**src/hdl/csc_pkg.sv**
```systemverilog
`timescale 1ns / 1ps

package csc_pkg;

   // datapath widths: coordinates with guard bits, angles in Q.30
   localparam int XY_W       = 42;
   localparam int Z_W        = 34;
   localparam int GUARD_BITS = 6;
   localparam int GAIN_LO_W  = 20;

   // request direction codes
   localparam logic ACT_TO_SPH  = 1'b0;
   localparam logic ACT_TO_RECT = 1'b1;

   // angle constants in Q.30 and Q.20
   localparam logic signed [Z_W-1:0] PI_Q30      = 34'sd3373259426;
   localparam logic signed [Z_W-1:0] HALF_PI_Q30 = 34'sd1686629713;
   localparam logic signed [Z_W-1:0] TWO_PI_Q30  = 34'sd6746518852;
   localparam logic signed [23:0]    PI_Q20      = 24'sd3294199;

   // CORDIC gain compensation
   localparam logic signed [XY_W-1:0] GAIN_Q30 = 42'sd652032874;
   localparam logic signed [24:0]     GAIN_Q24 = 25'sd10188014;

   // floor(2^50 / 2pi_q30): reciprocal for the angle reduction
   localparam logic [17:0] RECIP_K = 18'd166886;

   // atan(2^-i) in Q.30, truncated
   function automatic logic signed [Z_W-1:0] atan_q30(input int idx);
      logic signed [Z_W-1:0] v;
      case (idx)
         0:  v = 34'sh03243F6A8;
         1:  v = 34'sh01DAC6705;
         2:  v = 34'sh00FADBAFC;
         3:  v = 34'sh007F56EA6;
         4:  v = 34'sh003FEAB76;
         5:  v = 34'sh001FFD55B;
         6:  v = 34'sh000FFFAAA;
         7:  v = 34'sh0007FFF55;
         8:  v = 34'sh0003FFFEA;
         9:  v = 34'sh0001FFFFD;
         10: v = 34'sh0000FFFFF;
         11: v = 34'sh00007FFFF;
         12: v = 34'sh00003FFFF;
         13: v = 34'sh00001FFFF;
         14: v = 34'sh00000FFFF;
         15: v = 34'sh000007FFF;
         16: v = 34'sh000003FFF;
         17: v = 34'sh000001FFF;
         18: v = 34'sh000000FFF;
         19: v = 34'sh0000007FF;
         20: v = 34'sh0000003FF;
         21: v = 34'sh0000001FF;
         22: v = 34'sh0000000FF;
         23: v = 34'sh00000007F;
         24: v = 34'sh00000003F;
         25: v = 34'sh00000001F;
         26: v = 34'sh00000000F;
         27: v = 34'sh000000008;
         28: v = 34'sh000000004;
         29: v = 34'sh000000002;
         30: v = 34'sh000000001;
         default: v = '0;
      endcase
      return v;
   endfunction

endpackage

```
**src/hdl/csc_gain.sv**
```systemverilog
`timescale 1ns / 1ps

module csc_gain (
   input  logic                              clock,
   input  logic signed [csc_pkg::XY_W-1:0]   in_data,
   output logic signed [csc_pkg::XY_W-1:0]   out_data
);

   localparam int XW   = csc_pkg::XY_W;
   localparam int LO_W = csc_pkg::GAIN_LO_W;
   localparam int HI_W = XW - LO_W;

   logic signed [LO_W+25:0]   lo_prod_ff;
   logic signed [HI_W+24:0]   hi_prod_ff;
   logic signed [XW+24:0]     sum;
   logic signed [XW-1:0]      out_ff;

   // split the operand into two partial products
   always_ff @(posedge clock) begin
      lo_prod_ff <= $signed({1'b0, in_data[LO_W-1:0]}) * csc_pkg::GAIN_Q24;
      hi_prod_ff <= $signed(in_data[XW-1:LO_W]) * csc_pkg::GAIN_Q24;
   end

   // combine and round from Q24
   assign sum = ((XW+25)'(hi_prod_ff) <<< LO_W) + (XW+25)'(lo_prod_ff)
                + (XW+25)'(25'sh0800000);

   always_ff @(posedge clock) begin
      out_ff <= sum[XW+23:24];
   end

   assign out_data = out_ff;

endmodule

```
**config.mk**
```make
export PLATFORM = sky130hd
export DESIGN_NAME = csc_gain
export DESIGN_NICKNAME = d
export VERILOG_FILES = /design/src/hdl/csc_pkg.sv /design/src/hdl/csc_gain.sv
export SDC_FILE = /design/constraint.sdc
export NUM_CORES = 1
export LEC_CHECK = 0
export BUFFER_PORTS_ARGS = -buffer_cell sky130_fd_sc_hd__buf_2
export CORE_ASPECT_RATIO = 1.5
export CORE_MARGIN = 4
export CORE_UTILIZATION = 45
export CTS_CLUSTER_SIZE = 14
export DETAILED_ROUTE_END_ITERATION = 8
export HOLD_SLACK_MARGIN = 0.08
export PLACE_DENSITY = 0.74
export SKIP_CTS_REPAIR_TIMING = 1
export SLEW_MARGIN = 20
export SYNTH_ARGS = -nofsm -noshare
export SYNTH_HDL_FRONTEND = slang
export SYNTH_SLANG_ARGS = --single-unit
```
**constraint.sdc**
```tcl
create_clock -name clock -period 7.9 [get_ports clock]
set_input_delay 1.58 -clock clock [delete_from_list [all_inputs] [get_ports clock]]
set_output_delay 1.58 -clock clock [all_outputs]
set_load 0.005 [all_outputs]
```
==> results_dict.tcl <==
set metrics [dict create \
    cp_max_fo 3 \
    cts_sinks 110 \
    setup_violations 0 \
    r2r_end "out_data[40]$_DFF_P_" \
    synth_edf_count 0 \
    rows 99 \
    start_kind "primary input" \
    drive_gt1_frac 0.0968 \
    grt_util_all_layers 0.227 \
    cts_root_buffer "clkbuf_16" \
    synth_top_area_frac 0.370 \
    fmax_mhz 131 \
    drt_wl_total_um 57300 \
    clk_transition_reported_paths_ns 0.07 \
    yosysSeqAreaShare 0.0993 \
    viasPerCell 5.04 \
    start_util 0.456 \
    cp_cell_sequence "buf_2, fa_1, inv_1, fa_1, inv_1, fa_1, fa_1, fa_1, fa_1, fa_1, ha_1, a21o_1, a21o_1, a32oi_1, a31oi_2, a221oi_4, o21ai_2, a31o_2, a2111o_1, o211a_1" \
    place_worst_setup_slack_ns -0.122 \
    fin_ws_ns 0.282 \
    clkLatencyLatePin_ns 0.38 \
    synth_nets 3085 \
    worst-slew-pin-transition_ns 0.641 \
    die_h_um 280 \
    netlist_instances 2173 \
    synthTopCellsByCount "inv_1 (642), ha_1 (459), fa_1 (410)" \
    antenna_found_initial 0 \
    clockBufferDepth 2 \
    synthTopCellsByArea "fa_1 (37%), ha_1 (26%), inv_1 (11%), dfxtp_1 (9.9%), xnor2_1 (2.3%)" \
    avgSynthCellArea_um2 10.2 \
    drc 0 \
    rr_startpoint "lo_prod_ff[23]$_DFF_P_" \
    skew_ns 0.0146 \
    status "finished, final reports clean" \
    final_area_mm2 0.0244 \
    r2r_slack_ns 4.45 \
    die_area_mm2 0.0530 \
    htreeDepth 3 \
    cpMostUsedCell "fa_1" \
    holdPathEnd "out_data[24]$_DFF_P_" \
    drtAntennaViolNets 0 \
    numCtsBuffers 9 \
    drt_iter0_drc 466 \
    cts_tree "done" \
    finalHoldViolations 0 \
    grt_pass1_wl_um 92600 \
    rsz0062_at_grt "false" \
    vias 15200 \
    dpl_cell_area_mm2 0.0241 \
    cp.arrival_ns 7.88 \
    nFillCells 4534 \
    reg2reg_depth 13 \
    required_ns 8.16 \
    yosys.area.top_type "fa_1" \
    grt_max_degree 21 \
    hold_class "reg2reg" \
    holdPathStages 1 \
    nets 3273 \
    slew_headroom 0.572 \
    report.final.slew_viol_count 0 \
    ioPinCount 85 \
    synth_seq_cells 110 \
    yosys_warnings 0 \
    drv_cap 0 \
    slowest_stage "fa_1" \
    synth_most_common_cell "inv_1" \
    first_global_vias 17800 \
    die_x_um 189 \
    dp_hpwl_um 53400 \
    post_drt_wl_per_cell_um 19.0 \
    grt_overflow 0 \
    io_buffers 84 \
    diodes 0 \
    synthArstFlopShare 0 \
    firstDrtPassIters 5 \
    worstHoldStart "hi_prod_ff[28]$_DFF_P_" \
    gp_congestion 0.997 \
    end_kind "register" \
    ys.flop_type "dfxtp_1" \
    worstSetupPathType "in2reg" \
    layout_min_cycle_time_ns 7.62 \
    core_area_mm2 0.0487 \
    worst_path_largest_cell_delay_ns 0.59 \
    synth_cell_types 72 \
    synth.cell_area_mm2 0.0222 \
    fin_crit_sh 0.964 \
    area_growth_pct 10.2 \
    multi_input_area_mm2 0.0175 \
    regArea_mm2 0.00220 \
]
registers in the layout, summed over array words and instances (netlist names):
signal,cells
hi_prod_ff,45
out_data,42
lo_prod_ff,23
area by class of cell:
type,instances,area share
Timing Repair Buffer,185,0.0482
Inverter,642,0.0986
Tap cell,656,0.0336
Clock inverter,6,0.00246
Clock buffer,10,0.00978
Multi-Input combinational cell,1413,0.717
Sequential cell,110,0.0901
worst max-delay path by stage:
| stage | startpoint | end | cells after the start |
|---|---|---|---|
| after detailed placement | in_data[17] | lo_prod_ff[43]$_DFF_P_ | 20 |
| after CTS | in_data[17] | lo_prod_ff[43]$_DFF_P_ | 20 |
| after global placement | in_data[17] | lo_prod_ff[43]$_DFF_P_ | 20 |
| after floorplan | in_data[30] | hi_prod_ff[39]$_DFF_P_ | 22 |
| final | in_data[17] | lo_prod_ff[43]$_DFF_P_ | 20 |
| after global routing | in_data[17] | lo_prod_ff[37]$_DFF_P_ | 21 |
cells in the final DEF (no fill, tap or decap), drive strengths merged, types with 41 or more instances in the layout:
cell | Yosys | final
ha | 459 | 459
xnor2 | 58 | 58
nand2 | 41 | 41
nor2 | 66 | 66
dfxtp | 110 | 110
fa | 410 | 410
a21oi | 57 | 57
inv | 642 | 646
a21o | 47 | 47
buf | 1 | 185
stage by stage:
step | hold slack (ns) | cells | setup TNS (ns) | utilization
after global routing | 0.500 | 3022 | 0 | 0.502
final | 0.475 | 3022 | 0 | 0.502
after floorplan | 0.409 | 2173 | 0 | -
after global placement | 0.466 | 3006 | -0.0144 | 0.496
after detailed placement | 0.467 | 3006 | -0.317 | 0.496
after CTS | 0.480 | 3022 | 0 | 0.502
layer usage:
metal	routed length [um]	GRT usage
met5	0	0
met4	4130	0.128
met3	1430	0.0206
met2	33200	0.464
met1	18500	0.218
cells by family after synthesis:
group	synth area share
adders and majority gates	0.629
buffers and inverters	0.110
AOI/OAI and AO/OA	0.0746
and+or+nand+nor	0.0513
DFF	0.0993
xor gates and xnor gates	0.0355
critical path: cells and delay by family:
family,cells,cell delay (ns)
compound gates,9,1.97
fa+ha+maj,8,4.09
buf+inv,3,0.26
Power is left out: the tool's default activity adds up to more than one toggle a clock period on the data nets, which glitch-free logic cannot reach.
