## src/hdl/csc_pkg.sv

```systemverilog
`timescale 1ns / 1ps

package csc_pkg;

   // datapath widths: coordinates with guard bits, angles in Q.30
   localparam int XY_W       = 42;
   localparam int Z_W        = 34;
   localparam int GUARD_BITS = 6;
   localparam int GAIN_LO_W  = 20;

   // request direction codes
   localparam logic ACT_TO_SPH  = 1'b0;
   localparam logic ACT_TO_RECT = 1'b1;

   // angle constants in Q.30 and Q.20
   localparam logic signed [Z_W-1:0] PI_Q30      = 34'sd3373259426;
   localparam logic signed [Z_W-1:0] HALF_PI_Q30 = 34'sd1686629713;
   localparam logic signed [Z_W-1:0] TWO_PI_Q30  = 34'sd6746518852;
   localparam logic signed [23:0]    PI_Q20      = 24'sd3294199;

   // CORDIC gain compensation
   localparam logic signed [XY_W-1:0] GAIN_Q30 = 42'sd652032874;
   localparam logic signed [24:0]     GAIN_Q24 = 25'sd10188014;

   // floor(2^50 / 2pi_q30): reciprocal for the angle reduction
   localparam logic [17:0] RECIP_K = 18'd166886;

   // atan(2^-i) in Q.30, truncated
   function automatic logic signed [Z_W-1:0] atan_q30(input int idx);
      logic signed [Z_W-1:0] v;
      case (idx)
         0:  v = 34'sh03243F6A8;
         1:  v = 34'sh01DAC6705;
         2:  v = 34'sh00FADBAFC;
         3:  v = 34'sh007F56EA6;
         4:  v = 34'sh003FEAB76;
         5:  v = 34'sh001FFD55B;
         6:  v = 34'sh000FFFAAA;
         7:  v = 34'sh0007FFF55;
         8:  v = 34'sh0003FFFEA;
         9:  v = 34'sh0001FFFFD;
         10: v = 34'sh0000FFFFF;
         11: v = 34'sh00007FFFF;
         12: v = 34'sh00003FFFF;
         13: v = 34'sh00001FFFF;
         14: v = 34'sh00000FFFF;
         15: v = 34'sh000007FFF;
         16: v = 34'sh000003FFF;
         17: v = 34'sh000001FFF;
         18: v = 34'sh000000FFF;
         19: v = 34'sh0000007FF;
         20: v = 34'sh0000003FF;
         21: v = 34'sh0000001FF;
         22: v = 34'sh0000000FF;
         23: v = 34'sh00000007F;
         24: v = 34'sh00000003F;
         25: v = 34'sh00000001F;
         26: v = 34'sh00000000F;
         27: v = 34'sh000000008;
         28: v = 34'sh000000004;
         29: v = 34'sh000000002;
         30: v = 34'sh000000001;
         default: v = '0;
      endcase
      return v;
   endfunction

endpackage

```

## src/hdl/csc_reduce.sv

```systemverilog
`timescale 1ns / 1ps

module csc_reduce (
   input  logic                              clock,
   input  logic signed [31:0]                in_angle,
   output logic signed [csc_pkg::Z_W-1:0]    out_angle
);

   localparam int ZW = csc_pkg::Z_W;
   localparam logic [ZW-1:0] TWO_U = csc_pkg::TWO_PI_Q30;
   localparam logic [ZW-1:0] PI_U  = csc_pkg::PI_Q30;

   logic [31:0]            mag;
   logic [49:0]            qprod;
   logic [31:0]            mag1_ff;
   logic [9:0]             q1_ff;
   logic                   neg1_ff;
   logic [43:0]            num;
   logic [43:0]            sub;
   logic [43:0]            rem;
   logic [ZW-1:0]          rem2_ff;
   logic                   neg2_ff;
   logic [ZW-1:0]          rc;
   logic signed [ZW-1:0]   w_in;
   logic signed [ZW-1:0]   w3_ff;
   logic                   neg3_ff;

   // estimate the quotient by reciprocal multiplication
   assign mag   = in_angle[31] ? 32'(-in_angle) : 32'(in_angle);
   assign qprod = mag * csc_pkg::RECIP_K;

   always_ff @(posedge clock) begin
      mag1_ff <= mag;
      q1_ff   <= qprod[49:40];
      neg1_ff <= in_angle[31];
   end

   // remainder of |angle| * 1024, at most one period too large
   assign num = {2'b00, mag1_ff, 10'b0};
   assign sub = q1_ff * TWO_U;
   assign rem = num - sub;

   always_ff @(posedge clock) begin
      rem2_ff <= rem[ZW-1:0];
      neg2_ff <= neg1_ff;
   end

   // correct the estimate, then wrap above pi
   always_comb begin
      rc   = (rem2_ff >= TWO_U) ? rem2_ff - TWO_U : rem2_ff;
      w_in = (rc > PI_U) ? $signed(rc) - csc_pkg::TWO_PI_Q30 : $signed(rc);
   end

   always_ff @(posedge clock) begin
      w3_ff   <= w_in;
      neg3_ff <= neg2_ff;
   end

   // restore the sign of the request angle
   assign out_angle = neg3_ff ? -w3_ff : w3_ff;

endmodule

```

## config.mk

```make
export PLATFORM = sky130hd
export DESIGN_NAME = csc_reduce
export DESIGN_NICKNAME = d
export VERILOG_FILES = /design/src/hdl/csc_pkg.sv /design/src/hdl/csc_reduce.sv
export SDC_FILE = /design/constraint.sdc
export NUM_CORES = 1
export LEC_CHECK = 0
export BUFFER_PORTS_ARGS = -buffer_cell sky130_fd_sc_hd__clkbuf_2
export CAP_MARGIN = 20
export CORE_MARGIN = 10
export CORE_UTILIZATION = 55
export DETAILED_ROUTE_END_ITERATION = 12
export GPL_TIMING_DRIVEN = 0
export PLACE_DENSITY = 0.72
export SLEW_MARGIN = 20
export SYNTH_ARGS = -nofsm -noshare
export SYNTH_HDL_FRONTEND = slang
export SYNTH_SLANG_ARGS = --single-unit
```

## constraint.sdc

```tcl
create_clock -name clock -period 14.8 [get_ports clock]
set_input_delay 0.74 -clock clock [delete_from_list [all_inputs] [get_ports clock]]
set_output_delay 0.74 -clock clock [all_outputs]
set_load 0.05 [all_outputs]
```

==> qor.csv, run 1 <==
stage;metric;value;unit
outcome;run status;complete, no violations;
finish;Post-layout nets;2980;
sta;Max transition margin;24.5;%
logic_synthesis;prevailing post-synth register cell;sky130_fd_sc_hd__dfxtp_1;
cts;clock net sink count;101;
drt;via total after detailed routing;16100;
sta;portion of the clock cycle consumed by the worst path in the final layout;64.2;%
finish;filler-free cell count of the finished design;2843;
job;number of max-capacitance violations reported;0;
min_path;type of the tightest min-delay check;reg -> reg;
sta;Worst-Margin Slew;1120;ps
grt;wire length of the first global-routing pass;84.8;mm
cts;TritonCTS clock tree;done;
sta;maximum clock frequency;105;MHz
logic_synthesis;library cell with the highest instance count after synthesis;sky130_fd_sc_hd__inv_1;
grt;largest net degree at the start of global routing;17;
logic_synthesis;instance count of the mapped netlist;2296;
logic_synthesis;share of the yosys chip area belonging to registers;9.93;%
finish;Fillers;3252;
drt;detailed router's first-iteration violation count;956;
place;DP Cell Count;2829;
setup_path;Reg2Reg Setup Slack;6600;ps
cts;CTS Root Cell;sky130_fd_sc_hd__clkbuf_16;
cts;TritonCTS buffer count;9;
cts;clock-pin slew reported for the worst setup and hold paths after clock tree synthesis;70;ps
setup_path;r2r endpoint;rem2_ff[33];
cts;H-Tree Level Count;3;
drt;number of vias per cell after detailed routing;5.66;
cts;post-cts repair resize count;0;
drt;final routed DRC violation total;0;
drt;detailed-routing iteration count for the pre-antenna-repair pass;5;
drt;routed wire length;51.1;mm
logic_synthesis;number of synthesized flops with an enable pin;0;
logic_synthesis;flip-flop and latch count after synthesis;101;
logic_synthesis;commonest cells in the netlist;sky130_fd_sc_hd__inv_1, sky130_fd_sc_hd__ha_1, sky130_fd_sc_hd__fa_1;
sta;number of pins exceeding their max-slew limit in the final report;0;
drt;antenna-violating nets left;0;
grt;via count of the first global-routing pass;16900;
die;die span in x;212;microns
sta;worst hold slack;331;ps
logic_synthesis;fraction of post-synthesis cell area in the top cell type by area;26.7;%
finish;fraction of layout cells with a size suffix above 1;5.98;%
cts;worst-case clock buffer depth;2;
cts;hold-fix buffer count after cts;0;
setup_path;type of element capturing the critical path;flip-flop;
sta;final hold viol count;0;
die;die footprint;45100;sq um
grt;Tot GR Track Use;23.3;%
drt;routed len/inst;18.0;microns
place;gpl congestion;0.942;
sta;Clock Skews;6.28;ps
logic_synthesis;leading cell types by total area after synthesis;sky130_fd_sc_hd__fa_1, sky130_fd_sc_hd__ha_1, sky130_fd_sc_hd__dfxtp_1;
setup_path;Setup CP Type;in -> reg;
sta;total negative slack;0;ps
logic_synthesis;Synth warnings;0;
finish;multi-input gate area in the final layout;16200;sq um
logic_synthesis;Syn Area/Cell;8.87;sq um
sta;minimum period implied by the final worst setup slack;9500;ps
setup_path;launch point of the worst reg-to-reg path;q1_ff[2];
setup_path;Critical path origin;in_angle[31];
place;placed wire-length estimate;44.8;mm
setup_path;data arrival time of the critical path;9780;ps
place;PortBufs;64;
cts;clock insertion delay at the later pin of the skew report;360;ps
setup_path;startpoint type of the worst setup path;input pin;
finish;storage element area;2020;sq um
logic_synthesis;Yosys cell types;97;
die;number of rows created at floorplan;70;
setup_path;worst r2r path cells;28;
finish;area grow syn2layout;5.90;%
setup_path;required time at the endpoint of the critical path;15080;ps
cts;Post-CTS Setup Repair Bufs;0;
die;core footprint;36600;sq um
logic_synthesis;library cell with the largest summed area after synthesis;sky130_fd_sc_hd__fa_1;
grt;number of antenna violations at the first check in global routing;1;
finish;Antenna Cells;0;
die;initial core utilization;55.6;%
die;I/O pin total;67;
setup_path;end point of the critical path;q1_ff[8];
sta;unrepaired setup endpoints after global routing;no;
setup_path;largest driver fanout on the critical path;10;
logic_synthesis;proportion of synthesized flip-flops having asynchronous set or reset;0;%
grt;total grt overflow;0;
die;y dimension of the die;212;microns
sta;final count of negative-setup-slack endpoints;0;
logic_synthesis;Post-Syn Area;20400;sq um
cell usage in the layout, fill, tap and decap left out, types with 6 or more instances in the layout:
master	netlist	final
sky130_fd_sc_hd__buf_2	19	19
sky130_fd_sc_hd__clkbuf_1	18	18
sky130_fd_sc_hd__xor2_1	60	60
sky130_fd_sc_hd__nand4_1	15	15
sky130_fd_sc_hd__ha_1	303	303
sky130_fd_sc_hd__or4_1	9	9
sky130_fd_sc_hd__and3_1	18	18
sky130_fd_sc_hd__xnor2_1	159	155
sky130_fd_sc_hd__inv_1	526	526
sky130_fd_sc_hd__a31oi_1	9	9
sky130_fd_sc_hd__nor4_1	14	14
sky130_fd_sc_hd__clkbuf_2	0	64
sky130_fd_sc_hd__o31ai_1	17	17
sky130_fd_sc_hd__a21oi_1	101	101
sky130_fd_sc_hd__a211o_1	7	7
sky130_fd_sc_hd__or3_1	23	23
sky130_fd_sc_hd__o211ai_1	14	14
sky130_fd_sc_hd__nand3_1	34	34
sky130_fd_sc_hd__fa_1	272	272
sky130_fd_sc_hd__o21a_1	13	13
sky130_fd_sc_hd__or2_2	6	6
sky130_fd_sc_hd__o21ai_0	85	84
sky130_fd_sc_hd__nand2_1	111	111
sky130_fd_sc_hd__a21boi_0	7	7
sky130_fd_sc_hd__nor2_1	77	77
sky130_fd_sc_hd__dfxtp_1	101	101
sky130_fd_sc_hd__a21o_1	32	32
sky130_fd_sc_hd__nor2b_1	17	17
sky130_fd_sc_hd__nor3_1	29	29
sky130_fd_sc_hd__o2111ai_1	6	6
sky130_fd_sc_hd__a211oi_1	13	13
sky130_fd_sc_hd__nand2b_1	20	20
sky130_fd_sc_hd__and2_1	7	7
sky130_fd_sc_hd__o211a_1	6	6
sky130_fd_sc_hd__o21bai_1	8	8
sky130_fd_sc_hd__clkbuf_16	0	9
sky130_fd_sc_hd__o41ai_1	12	12
per-layer routing:
layer / share of wire (%) / global-route usage [%] / wire [microns] / vias up
met1: 41 / 28.4 / 20900 / 7812
met4: 3.3 / 8.22 / 1670 / 0
met5: 0 / 0 / 0 / -
met2: 51 / 41.6 / 26000 / 473
met3: 4.8 / 2.40 / 2480 / 106
li1: - / - / - / 7698
state kept, by name (all words and copies together), names as in the netlist:
name and count:
w3_ff 32, neg3_ff 1, neg2_ff 1, mag1_ff 24, rem2_ff 32, neg1_ff 1
q1_ff 10
worst min path at each step:
stage,start,to,slack (ps),depth (start not counted)
finish,neg2_ff,neg3_ff,330,0
global route,neg1_ff,neg2_ff,350,0
CTS,neg2_ff,neg3_ff,330,0
detailed placement,neg1_ff,neg2_ff,320,0
global placement,neg1_ff,neg2_ff,310,0
floorplan,neg1_ff,neg2_ff,310,0
logic make-up (layout without fill, tap and decap cells):
kind of cell	Yosys count	count (layout)	share of synthesized area (%)
XOR/XNOR	219	219	9.42
adder cells (fa/ha/maj)	575	575	45.3
buffers and inverters	571	649	10.7
other	1	2	0.0184
flip-flops	101	101	9.93
AO/OA/AOI/OAI	411	411	13.7
multiplexers	5	5	0.252
AND/OR/NAND/NOR	413	413	10.6
cell type report:
cell class / instances / share of cell area (%)
Multi-Input combinational cell: 1625 / 75.1
Sequential cell: 101 / 9.37
Inverter: 527 / 9.17
Tap cell: 468 / 2.71
Timing Repair Buffer: 64 / 1.48
Clock buffer: 9 / 1.04
Buffer: 44 / 0.980
Clock inverter: 5 / 0.174
critical path, stage by stage:
cell                       delay [ps]
sky130_fd_sc_hd__clkbuf_2         270
sky130_fd_sc_hd__clkbuf_1         550
sky130_fd_sc_hd__clkbuf_1         580
sky130_fd_sc_hd__clkbuf_1         550
sky130_fd_sc_hd__o21ai_0          230
sky130_fd_sc_hd__xnor2_1          800
sky130_fd_sc_hd__ha_1             400
sky130_fd_sc_hd__inv_1            140
sky130_fd_sc_hd__xnor2_1          170
sky130_fd_sc_hd__fa_1             490
sky130_fd_sc_hd__fa_1             500
sky130_fd_sc_hd__fa_1             500
sky130_fd_sc_hd__inv_1             60
sky130_fd_sc_hd__fa_1             540
sky130_fd_sc_hd__inv_1             60
sky130_fd_sc_hd__fa_1             530
sky130_fd_sc_hd__inv_1             50
sky130_fd_sc_hd__ha_1             290
sky130_fd_sc_hd__nand3_1           90
sky130_fd_sc_hd__or3_1            340
sky130_fd_sc_hd__a311o_1          460
sky130_fd_sc_hd__a211oi_1         580
sky130_fd_sc_hd__o41ai_1          210
sky130_fd_sc_hd__o211a_1          290
sky130_fd_sc_hd__a21oi_1          160
sky130_fd_sc_hd__xor2_1           190
stage by stage:
stage | utilization, % | setup slack (ps) | cell area [sq um]
after global placement | 58.1 | 5040 | 21300
after global routing | 58.9 | 4850 | 21600
after floorplan | - | 6880 | 20400
after detailed placement | 58.2 | 4960 | 21300
after CTS | 58.9 | 5300 | 21600
final | 58.9 | 5300 | 21600
Power of run 1 is not shown: default switching activity piles up to over one toggle a cycle in this logic, so the estimate is an artifact.
==> inputs of run 2 (changes only) <==
--- a/config.mk
+++ b/config.mk
@@ -11,7 +11,7 @@
 export CORE_UTILIZATION = 55
 export DETAILED_ROUTE_END_ITERATION = 12
 export GPL_TIMING_DRIVEN = 0
-export PLACE_DENSITY = 0.72
+export PLACE_DENSITY = 0.75
 export SLEW_MARGIN = 20
 export SYNTH_ARGS = -nofsm -noshare
 export SYNTH_HDL_FRONTEND = slang
==> constraint.sdc (replaced) <==
create_clock -name clock -period 8.2 [get_ports clock]
set_input_delay 0.41 -clock clock [delete_from_list [all_inputs] [get_ports clock]]
set_output_delay 0.41 -clock clock [all_outputs]
set_load 0.05 [all_outputs]
==> qor.csv, run 2 (synthesized netlist as in run 1, its figures left out) <==
stage;metric;value;unit
place;PortBufs;64;
drt;detailed-routing iteration count for the pre-antenna-repair pass;7;
cts;CTS Root Cell;sky130_fd_sc_hd__clkbuf_16;
setup_path;data arrival time of the critical path;8180;ps
outcome;run status;complete, no violations;
setup_path;Reg2Reg Setup Slack;410;ps
place;pre-CTS setup slack;-1280;ps
setup_path;cell with the biggest individual delay on the critical path;sky130_fd_sc_hd__fa_1;
finish;Antenna Cells;0;
drt;final routed DRC violation total;0;
finish;Final Instance Area;22100;sq um
drt;number of vias per cell after detailed routing;5.67;
place;placed cell areas;21300;sq um
min_path;launch point of the worst hold path;neg2_ff;
grt;via count of the first global-routing pass;17000;
sta;final hold viol count;0;
grt;largest net degree at the start of global routing;17;
sta;Max transition margin;31.0;%
finish;largest registers;rem2_ff (32), w3_ff (32), mag1_ff (24);
grt;wire length of the first global-routing pass;84.4;mm
sta;unrepaired setup endpoints after global routing;yes;
job;number of max-capacitance violations reported;0;
min_path;Hold EP;neg3_ff;
finish;fraction of layout cells with a size suffix above 1;8.30;%
sta;portion of the clock cycle consumed by the worst path in the final layout;96.3;%
grt;total grt overflow;0;
drt;met2 WL;26.8;mm
grt;Tot GR Track Use;23.1;%
finish;most used cells in the layout excluding fill and tap cells;sky130_fd_sc_hd__inv_1, sky130_fd_sc_hd__ha_1, sky130_fd_sc_hd__fa_1, sky130_fd_sc_hd__xnor2_1, sky130_fd_sc_hd__nand2_1;
die;y dimension of the die;212;microns
place;gpl congestion;0.956;
sta;setup slack after layout;303;ps
setup_path;type of element capturing the critical path;flip-flop;
cts;worst-case clock buffer depth;2;
drt;routed wire length;52.0;mm
cts;hold-fix buffer count after cts;0;
place;placed wire-length estimate;44.9;mm
die;I/O pin total;67;
sta;maximum clock frequency;127;MHz
setup_path;max incr delay on CP;550;ps
setup_path;largest driver fanout on the critical path;5;
cts;TritonCTS clock tree;done;
sta;Worst-Margin Slew;1030;ps
setup_path;r2r endpoint;rem2_ff[33];
setup_path;Setup CP Type;in -> reg;
min_path;number of stages on the worst hold path;0;
die;die footprint;45100;sq um
cts;H-Tree Level Count;3;
setup_path;Crit path top cell by count;sky130_fd_sc_hd__fa_1;
finish;most frequent standard cell in the layout excluding fill and tap cells;sky130_fd_sc_hd__inv_1;
cts;clock net sink count;101;
setup_path;worst r2r path cells;28;
cts;clock-pin slew reported for the worst setup and hold paths after clock tree synthesis;60;ps
grt;number of antenna violations at the first check in global routing;0;
cts;TritonCTS buffer count;9;
finish;area grow syn2layout;8.28;%
drt;detailed router's first-iteration violation count;1121;
die;number of rows created at floorplan;70;
finish;Fillers;3122;
setup_path;launch point of the worst reg-to-reg path;q1_ff[1];
drt;highest metal layer used by the detailed router;met4;
sta;minimum period implied by the final worst setup slack;7900;ps
drt;routed len/inst;18.1;microns
min_path;type of the tightest min-delay check;reg -> reg;
drt;WL met1;21.0;mm
die;die span in x;212;microns
drt;antenna-violating nets left;0;
sta;final count of negative-setup-slack endpoints;0;
die;core footprint;36600;sq um
die;initial core utilization;55.6;%
finish;Post-layout nets;3003;
sta;Clock Skews;11.7;ps
drt;Met3 Wirelength;2.52;mm
setup_path;startpoint type of the worst setup path;input pin;
drt;via total after detailed routing;16300;
setup_path;required time at the endpoint of the critical path;8480;ps
cts;clock insertion delay at the later pin of the skew report;360;ps
sta;number of pins exceeding their max-slew limit in the final report;0;
==> run 2: changes by cell type in the layout (fill, tap and decap cells not counted), moves of 3 or more <==
cell and delta:
sky130_fd_sc_hd__o41ai_2 +3, sky130_fd_sc_hd__buf_4 +23, sky130_fd_sc_hd__xor2_1 -12, sky130_fd_sc_hd__xor2_2 +10
sky130_fd_sc_hd__xnor2_1 -6, sky130_fd_sc_hd__o41ai_1 -4, sky130_fd_sc_hd__xnor2_2 +4
==> run 2: final cells by class <==
cell class,instances,area (sq um),share of cell area [%]
well taps,468,586,2.65
clock buffers,11,243,1.10
flip-flops and latches,101,2020,9.17
plain buffers,44,218,0.987
multi-input cells,1625,16500,74.6
clock inverters,4,57.6,0.261
inverters,527,1980,8.97
repair buffers,87,493,2.23
==> run 2: what timing repair did <==
item | 4_1_cts | 5_1_grt
setup buffers | 0 | 22
gates resized for setup | 18 | 30
pin swaps | 0 | 9
endpoints found under the setup margin | 11 | 11
gates cloned | 0 | 0
==> run 2: layer usage <==
metal / track usage, % / vias up
met5: 0 / -
met4: 7.58 / 0
met3: 2.86 / 107
met2: 41.8 / 483
met1: 27.8 / 7935
li1: - / 7728
==> run 2: worst max path at each step <==
stage | start | endpoint | slack [ps] | depth (start not counted)
6_report | in_angle[6] | q1_ff[7] | 300 | 29
5_1_grt | in_angle[5] | q1_ff[7] | -120 | 31
4_1_cts | in_angle[6] | q1_ff[7] | -8 | 30
3_5_place_dp | in_angle[31] | q1_ff[7] | -1280 | 28
3_3_place_gp | in_angle[31] | q1_ff[7] | -1070 | 28
2_1_floorplan | in_angle[6] | q1_ff[7] | 610 | 29
==> run 2: through the flow <==
step / cells / utilization [%] / hold WS, ps / setup TNS [ps]
floorplan: 2297 / - / 310 / 0
global placement: 2829 / 58.1 / 314 / -8260
detailed placement: 2830 / 58.2 / 312 / -10180
CTS: 2845 / 59.3 / 328 / -8.48
global route: 2867 / 60.3 / 339 / -240
finish: 2867 / 60.3 / 327 / 0
==> run 2: critical path: cells and delay by family <==
| family | cells | cell delay, ps |
|---|---|---|
| adders and majority gates | 6 | 2890 |
| buffers and inverters | 5 | 380 |
| AOI/OAI and AO/OA | 6 | 1490 |
| and+or+nand+nor | 8 | 1970 |
| xor gates and xnor gates | 4 | 1020 |
Power of run 2 is left out for the same reason.
